File: src/rtl/ktli_pkg.sv
// Shared types and constants for the key table lookup and insert block.
`timescale 1ns / 1ps
`default_nettype none

package ktli_pkg;

	localparam int ENTRIES_DEF = 256;
	localparam int KEY_W       = 64;
	localparam int HANDLE_W    = 32;
	localparam int SIZE_W      = 32;
	localparam int INDEX_W     = 8;

	typedef enum logic [1:0] {
		FUNC_LOOKUP = 2'd0,
		FUNC_INSERT = 2'd1,
		FUNC_FLUSH  = 2'd2
	} ktli_func_t;

	typedef enum logic [1:0] {
		ST_OK       = 2'd0,
		ST_BAD_SIZE = 2'd1,
		ST_FULL     = 2'd2
	} ktli_status_t;

	typedef struct packed {
		logic [1:0]          func;
		logic [KEY_W-1:0]    key;
		logic [HANDLE_W-1:0] payload_handle;
		logic [SIZE_W-1:0]   payload_size;
	} ktli_in_t;

	typedef struct packed {
		logic                hit;
		logic [INDEX_W-1:0]  entry_index;
		logic [HANDLE_W-1:0] found_handle;
		logic [SIZE_W-1:0]   found_size;
		logic [1:0]          status;
	} ktli_out_t;

	// Search token handed from cell to cell; the entry index travels beside it.
	typedef struct packed {
		logic                valid;
		logic                found;
		logic                wrote;
		logic [HANDLE_W-1:0] handle;
		logic [SIZE_W-1:0]   size;
	} ktli_token_t;

endpackage

`default_nettype wire

File: src/rtl/ktli_cell.sv
// One table entry with its compare, update and append logic in the search chain.
`timescale 1ns / 1ps
`default_nettype none

module ktli_cell
	import ktli_pkg::*;
#(
	parameter int ENTRIES = ENTRIES_DEF,
	parameter int IDX     = 0,
	localparam int IDX_W  = (ENTRIES > 1) ? $clog2(ENTRIES) : 1,
	localparam int CNT_W  = $clog2(ENTRIES + 1)
) (
	input  wire logic              clk,
	input  wire logic              arst_n,
	input  wire ktli_in_t          req,
	input  wire logic [CNT_W-1:0]  fill,
	input  wire ktli_token_t       tok_in,
	input  wire logic [IDX_W-1:0]  idx_in,
	output ktli_token_t            tok_out,
	output logic [IDX_W-1:0]       idx_out
);

	logic [KEY_W-1:0]    key_q;
	logic [HANDLE_W-1:0] handle_q;
	logic [SIZE_W-1:0]   size_q;

	logic        filled;
	logic        live;
	logic        ins_ok;
	logic        is_look;
	logic        hit;
	logic        app;
	ktli_token_t tok_nxt;
	logic [IDX_W-1:0] idx_nxt;
	ktli_token_t tok_q;
	logic        vld_q;
	logic [IDX_W-1:0] idx_q;

	always_comb begin
		filled  = CNT_W'(IDX) < fill;
		live    = tok_in.valid && !tok_in.found && !tok_in.wrote;
		ins_ok  = (req.func == FUNC_INSERT) && (req.payload_size != '0);
		is_look = (req.func == FUNC_LOOKUP);
		hit     = live && filled && (key_q == req.key) && (is_look || ins_ok);
		// The first unfilled entry is reached only when no filled entry matched.
		app     = live && (CNT_W'(IDX) == fill) && ins_ok;

		tok_nxt = tok_in;
		idx_nxt = idx_in;
		if (hit) begin
			tok_nxt.found = 1'b1;
			idx_nxt       = IDX_W'(IDX);
			if (is_look) begin
				tok_nxt.handle = handle_q;
				tok_nxt.size   = size_q;
			end
		end else if (app) begin
			tok_nxt.wrote = 1'b1;
			idx_nxt       = IDX_W'(IDX);
		end
	end

	always_ff @(posedge clk) begin
		if (app) begin
			key_q <= req.key;
		end
		if (app || (hit && !is_look)) begin
			handle_q <= req.payload_handle;
			size_q   <= req.payload_size;
		end
	end

	always_ff @(posedge clk or negedge arst_n) begin
		if (!arst_n) begin
			vld_q <= 1'b0;
		end else begin
			vld_q <= tok_nxt.valid;
		end
	end

	always_ff @(posedge clk) begin
		tok_q <= tok_nxt;
		idx_q <= idx_nxt;
	end

	// Only the valid flag is reset; the rest of the token is qualified by it.
	always_comb begin
		tok_out       = tok_q;
		tok_out.valid = vld_q;
	end

	assign idx_out = idx_q;

endmodule

`default_nettype wire

File: config.mk
export PLATFORM = sky130hd
export DESIGN_NAME = ktli_cell
export DESIGN_NICKNAME = d
export VERILOG_FILES = /design/src/rtl/ktli_pkg.sv /design/src/rtl/ktli_cell.sv
export SDC_FILE = /design/constraint.sdc
export NUM_CORES = 1
export LEC_CHECK = 0
export BUFFER_PORTS_ARGS = -buffer_cell sky130_fd_sc_hd__buf_2
export CAP_MARGIN = 20
export CORE_UTILIZATION = 52
export DETAILED_ROUTE_END_ITERATION = 8
export GPL_ROUTABILITY_DRIVEN = 0
export PLACE_DENSITY = 0.84
export SYNTH_ARGS = -nofsm -noshare
export SYNTH_HDL_FRONTEND = slang
export SYNTH_SLANG_ARGS = --single-unit
File: constraint.sdc
create_clock -name clk -period 7.25 [get_ports clk]
set_clock_uncertainty 0.05 [all_clocks]
set_input_delay 0.725 -clock clk [delete_from_list [all_inputs] [get_ports clk]]
set_output_delay 0.725 -clock clk [all_outputs]
set_load 0.02 [all_outputs]
### Word-level counts from Yosys, hierarchy flattened

Index checks and enable logic that the tools add are counted.

* output and inout bits: 75
* latch bits: 0
* memory bits (read-only): 0
* flip-flop bits (word level): 203
* bits in writable memories: 0
* memories kept: 0

* order comparisons: 1
* shift-type cells: 0
* multipliers: 0
* bitwise operators: 0
* divide/modulo/power cells: 0
* mux-type cells: 4
* $add $sub $neg: 0
* equality and inequality tests: 2
* reductions and logical operators: 18

Operator list (count)
* two-way mux 64 bit: 2
* equality test 64 bit: 1
* nonzero test 32 bit: 1
* logical AND 1 bit: 9
* logical NOT 9 bit: 1
* < comparator 1 x 9 -> 1 bit (first input constant): 1
* logical NOT 1 bit: 3
* equality test 2 x 1 -> 1 bit (second input constant): 1
* logical NOT 2 bit: 1
* logical OR 1 bit: 2
* two-way mux 1 bit: 2
* OR reduction 2 bit: 1

### Longest topological paths before layout

* depth in word-level cells: 8
* gate-level depth with buffers: 8
* mapped depth without buffers: 6

### Worst setup path after synthesis

No wires, ideal clock.

* path type: input to register
* from: in req[110] (netlist name)
* to: reg handle_q[0], enable pin
* data required time: 6712 ps
* cell stages on the path: 6
* path slack: 2025 ps
* arrival: 4686 ps
* path through: xor2_1 nor4b_1 nand4_1 or2_2 o41a_1 nor2_1

* cells in the longest elaborated chain, start to end: 5

RTL lines
* start: declaration: RTL line ktli_cell.sv:15 `input wire ktli_in_t req,`
* equality test 64 bit: RTL line ktli_cell.sv:44 `hit = live && filled && (key_q == req.key) && (is_look || ins_ok);`
* logical AND 1 bit (2 in series): RTL line ktli_cell.sv:44
* logical AND 1 bit: RTL line ktli_cell.sv:67 `if (app || (hit && !is_look)) begin`
* logical OR 1 bit: RTL line ktli_cell.sv:67
* end signal: assignment: RTL line ktli_cell.sv:68 `handle_q <= req.payload_handle;`
* end: declaration: RTL line ktli_cell.sv:24 `logic [HANDLE_W-1:0] handle_q;`

Every way passes these cells.
A chain may end at the register's enable or synchronous reset.

### Final worst setup path

* from: in req[129] (netlist name)
* to: reg size_q[31], enable pin

* cells in the longest elaborated chain, start to end: 6
* elaborated cells between the ends (all ways): 9
* classes of those cells: eq/ne: 1; reduce/logical: 8

RTL lines
* equality test 2 x 1 -> 1 bit: RTL line ktli_cell.sv:42 `ins_ok = (req.func == FUNC_INSERT) && (req.payload_size != '0);`
* logical AND 1 bit: RTL line ktli_cell.sv:42
* logical OR 1 bit: RTL line ktli_cell.sv:44
* logical AND 1 bit: RTL line ktli_cell.sv:44
* logical AND 1 bit: RTL line ktli_cell.sv:67
* logical OR 1 bit *: RTL line ktli_cell.sv:67
* end signal: assignment: RTL line ktli_cell.sv:69 `size_q <= req.payload_size;`
* end: declaration: RTL line ktli_cell.sv:25 `logic [SIZE_W-1:0] size_q;`

Every way passes the cells marked *; elsewhere a longest branch is shown, timed or not.

==> impl_metrics.toml <==
[sta]
rsz0062_at_grt = "false"
setup_viol = 0
relSlewSlack_pct = 42.4
maxSlewViolCount = 0
hold_slack_ns = 0.333
setup_ws_ns = 4.04
worst_slew_pin_slew_ns = 0.864
tns_ns = 0
finalHoldViolations = 0
fmax_mhz = 311
finalCriticalPeriod_ns = 3.21
finalCritPeriodShare_pct = 44.3

[yosys]
synth_seq_area_share_pct = 71.9
synth_area_per_cell_um2 = 18.1
yosysUniqueCellTypes = 28
synth_area_um2 = 7440
synth_warnings = 0
syn_nets = 627
ys_ff_latch = 203
netlist_instances = 411

[clocking]
tritoncts = "built"
path_clk_slew_ns = 0.06
cts-root-buf = "clkbuf_16"
cts_buffer_depth = 3
clock_latency_ns = 0.49
cts_made_buffers = 21
htreeDepth = 1
cts_sinks = 203

[worst_setup_path]
crit_path_max_incr_delay_ns = 0.62
crit_arrival_ns = 3.27
critPathBufInv = 2
path_max_fanout = 64
cp_top_family = "simple AND/OR/NAND/NOR gates"
start_kind = "input pin"
endpoint_kind = "flip-flop"
required_ns = 7.31
cp_slowest_cell = "buf_4"
path_class = "in2reg"
path_cells = "buf_2 > nor4b_1 > nand3_1 > nor4_1 > nand2b_1 > o41a_1 > nor2_4 > buf_4"

[cells_and_area]
final_area_um2 = 9720
final_cells = 917
layout.nets = 936
drive_gt1_share_pct = 54.0
final_util_pct = 69.7
area.growth.synth_to_final_pct = 30.6

[floorplan]
die_h_um = 122
die_area_um2 = 14800
fp.coreArea_um2 = 13900
start_util_pct = 53.4
ios = 291
die_w_um = 122
rows = 43

[power_and_ir_drop]
p_leak_nw = 4.12
design_power_total_mw = 2.48
p_per_area_nw_per_um2 = 255
vdd_drop_max_mv = 0.198

[routing]
wl_met1_um = 6090
wl_met3_um = 1620
avgViaCountPerCell = 5.03
routed_wl_um = 17200
drt_iter0_drc = 260
postRouteAntennaNets = 0
dr_wl_met2_um = 8960
routed.top_layer = "met5"
dr.pass1.iters = 4
via_count = 4616
drc = 0
wl_per_cell_um = 18.7

[grt]
antenna_found_initial = 4
grt-ovfl-total = 0
grt_max_degree = 65
grt_pass1_wl_um = 24600
grt_usage_pct = 22.4
grt_pass1_vias = 4725

[place]
place_area_um2 = 9020
dp_worst_setup_slack_ns = 3.57
port_buffers = 290
dpl.cell_count = 876
dp_hpwl_um = 12700

[run]
cap_violations = 0

[min_path]
hp-class = "in2reg"

[outcome]
status = "finished, final reports clean"
==> sequential cells by signal, indices dropped and copies added (netlist names) <==
name      count
handle_q     32
idx_out       8
key_q        64
size_q       32
tok_out      66
vld_q         1
==> cells by family (layout without fill, tap and decap cells) <==
kind of cell | after synthesis | count (layout) | synth area share, %
flip-flops | 203 | 203 | 71.9
AND/OR/NAND/NOR | 67 | 67 | 5.56
XOR/XNOR | 65 | 65 | 7.65
multiplexers | 64 | 64 | 12.7
buffers and inverters | 10 | 333 | 1.97
AO/OA/AOI/OAI | 2 | 2 | 0.252
other | 0 | 3 | 0
==> synth_stat cells, drive strengths merged <==
master,n,area share [%]
buf,8,1.9
nor3,1,0.067
or4,1,0.15
and2,9,0.76
or3,2,0.17
nand3,2,0.13
nor4,17,1.5
edfxtp,128,52
inv,2,0.10
nor4b,3,0.35
nand2,5,0.25
nor2b,1,0.084
xnor2,52,6.1
dfxtp,74,20
or2,1,0.084
mux2,64,13
nand4b,1,0.12
xor2,13,1.5
o41a,1,0.15
nor2,4,0.20
o31ai,1,0.10
nand4,18,1.5
nand2b,2,0.17
dfrtp,1,0.34
==> layout by cell type (no fill, tap or decap), types with 3 or more instances in the layout <==
cell type and count:
buf_2 290, xnor2_1 52, nand2_1 5, mux2_4 60
edfxtp_1 128, and2_1 9, clkinv_2 3, dfxtp_1 74
nor4b_1 3, mux2_2 4, clkbuf_16 24, nor2_1 3
nor4_1 16, diode_2 3, buf_4 3, xor2_1 13
nand4_1 18
==> metal layers <==
metal  GRT usage [%]  vias to the layer above
li1                -                     2152
met1            23.3                     2213
met3            8.19                       41
met2            41.3                      206
met4            7.02                        4
met5               0                        -
==> report_power, final <==
group	switching, mW	total [mW]	internal, mW
logic	0.0868	0.180	0.0928
registers	0.00623	1.25	1.25
clock network	0.433	1.04	0.610
==> final timing paths <==
path / startpoint / depth (start not counted) / slack [ns] / end
max in group asynchronous: arst_n / 2 / 6.54 / vld_q
max reg2reg: key_q[46] / 7 / 4.19 / size_q[31]
min reg2reg: handle_q[13] / 1 / 0.41 / tok_out[45]
min in group asynchronous: arst_n / 2 / 0.52 / vld_q
min: tok_in[66] / 1 / 0.33 / vld_q
max: req[129] / 8 / 4.04 / size_q[31]
==> area by class of cell <==
cell class | instances | area, µm²
fill | 896 | 4220
clock inverter | 10 | 62.6
timing repair buffer | 294 | 1480
multi-input combinational | 198 | 1960
sequential | 203 | 5350
antenna | 3 | 7.51
clock buffer | 27 | 622
inverter | 2 | 7.51
tap | 180 | 225
==> what timing repair did <==
action                                 CTS  global route
gates resized for setup                  0             0
setup buffers                            0             0
endpoints found under the hold margin    1             0
hold buffers                             1             0
Power figures use the tool's default switching activity.
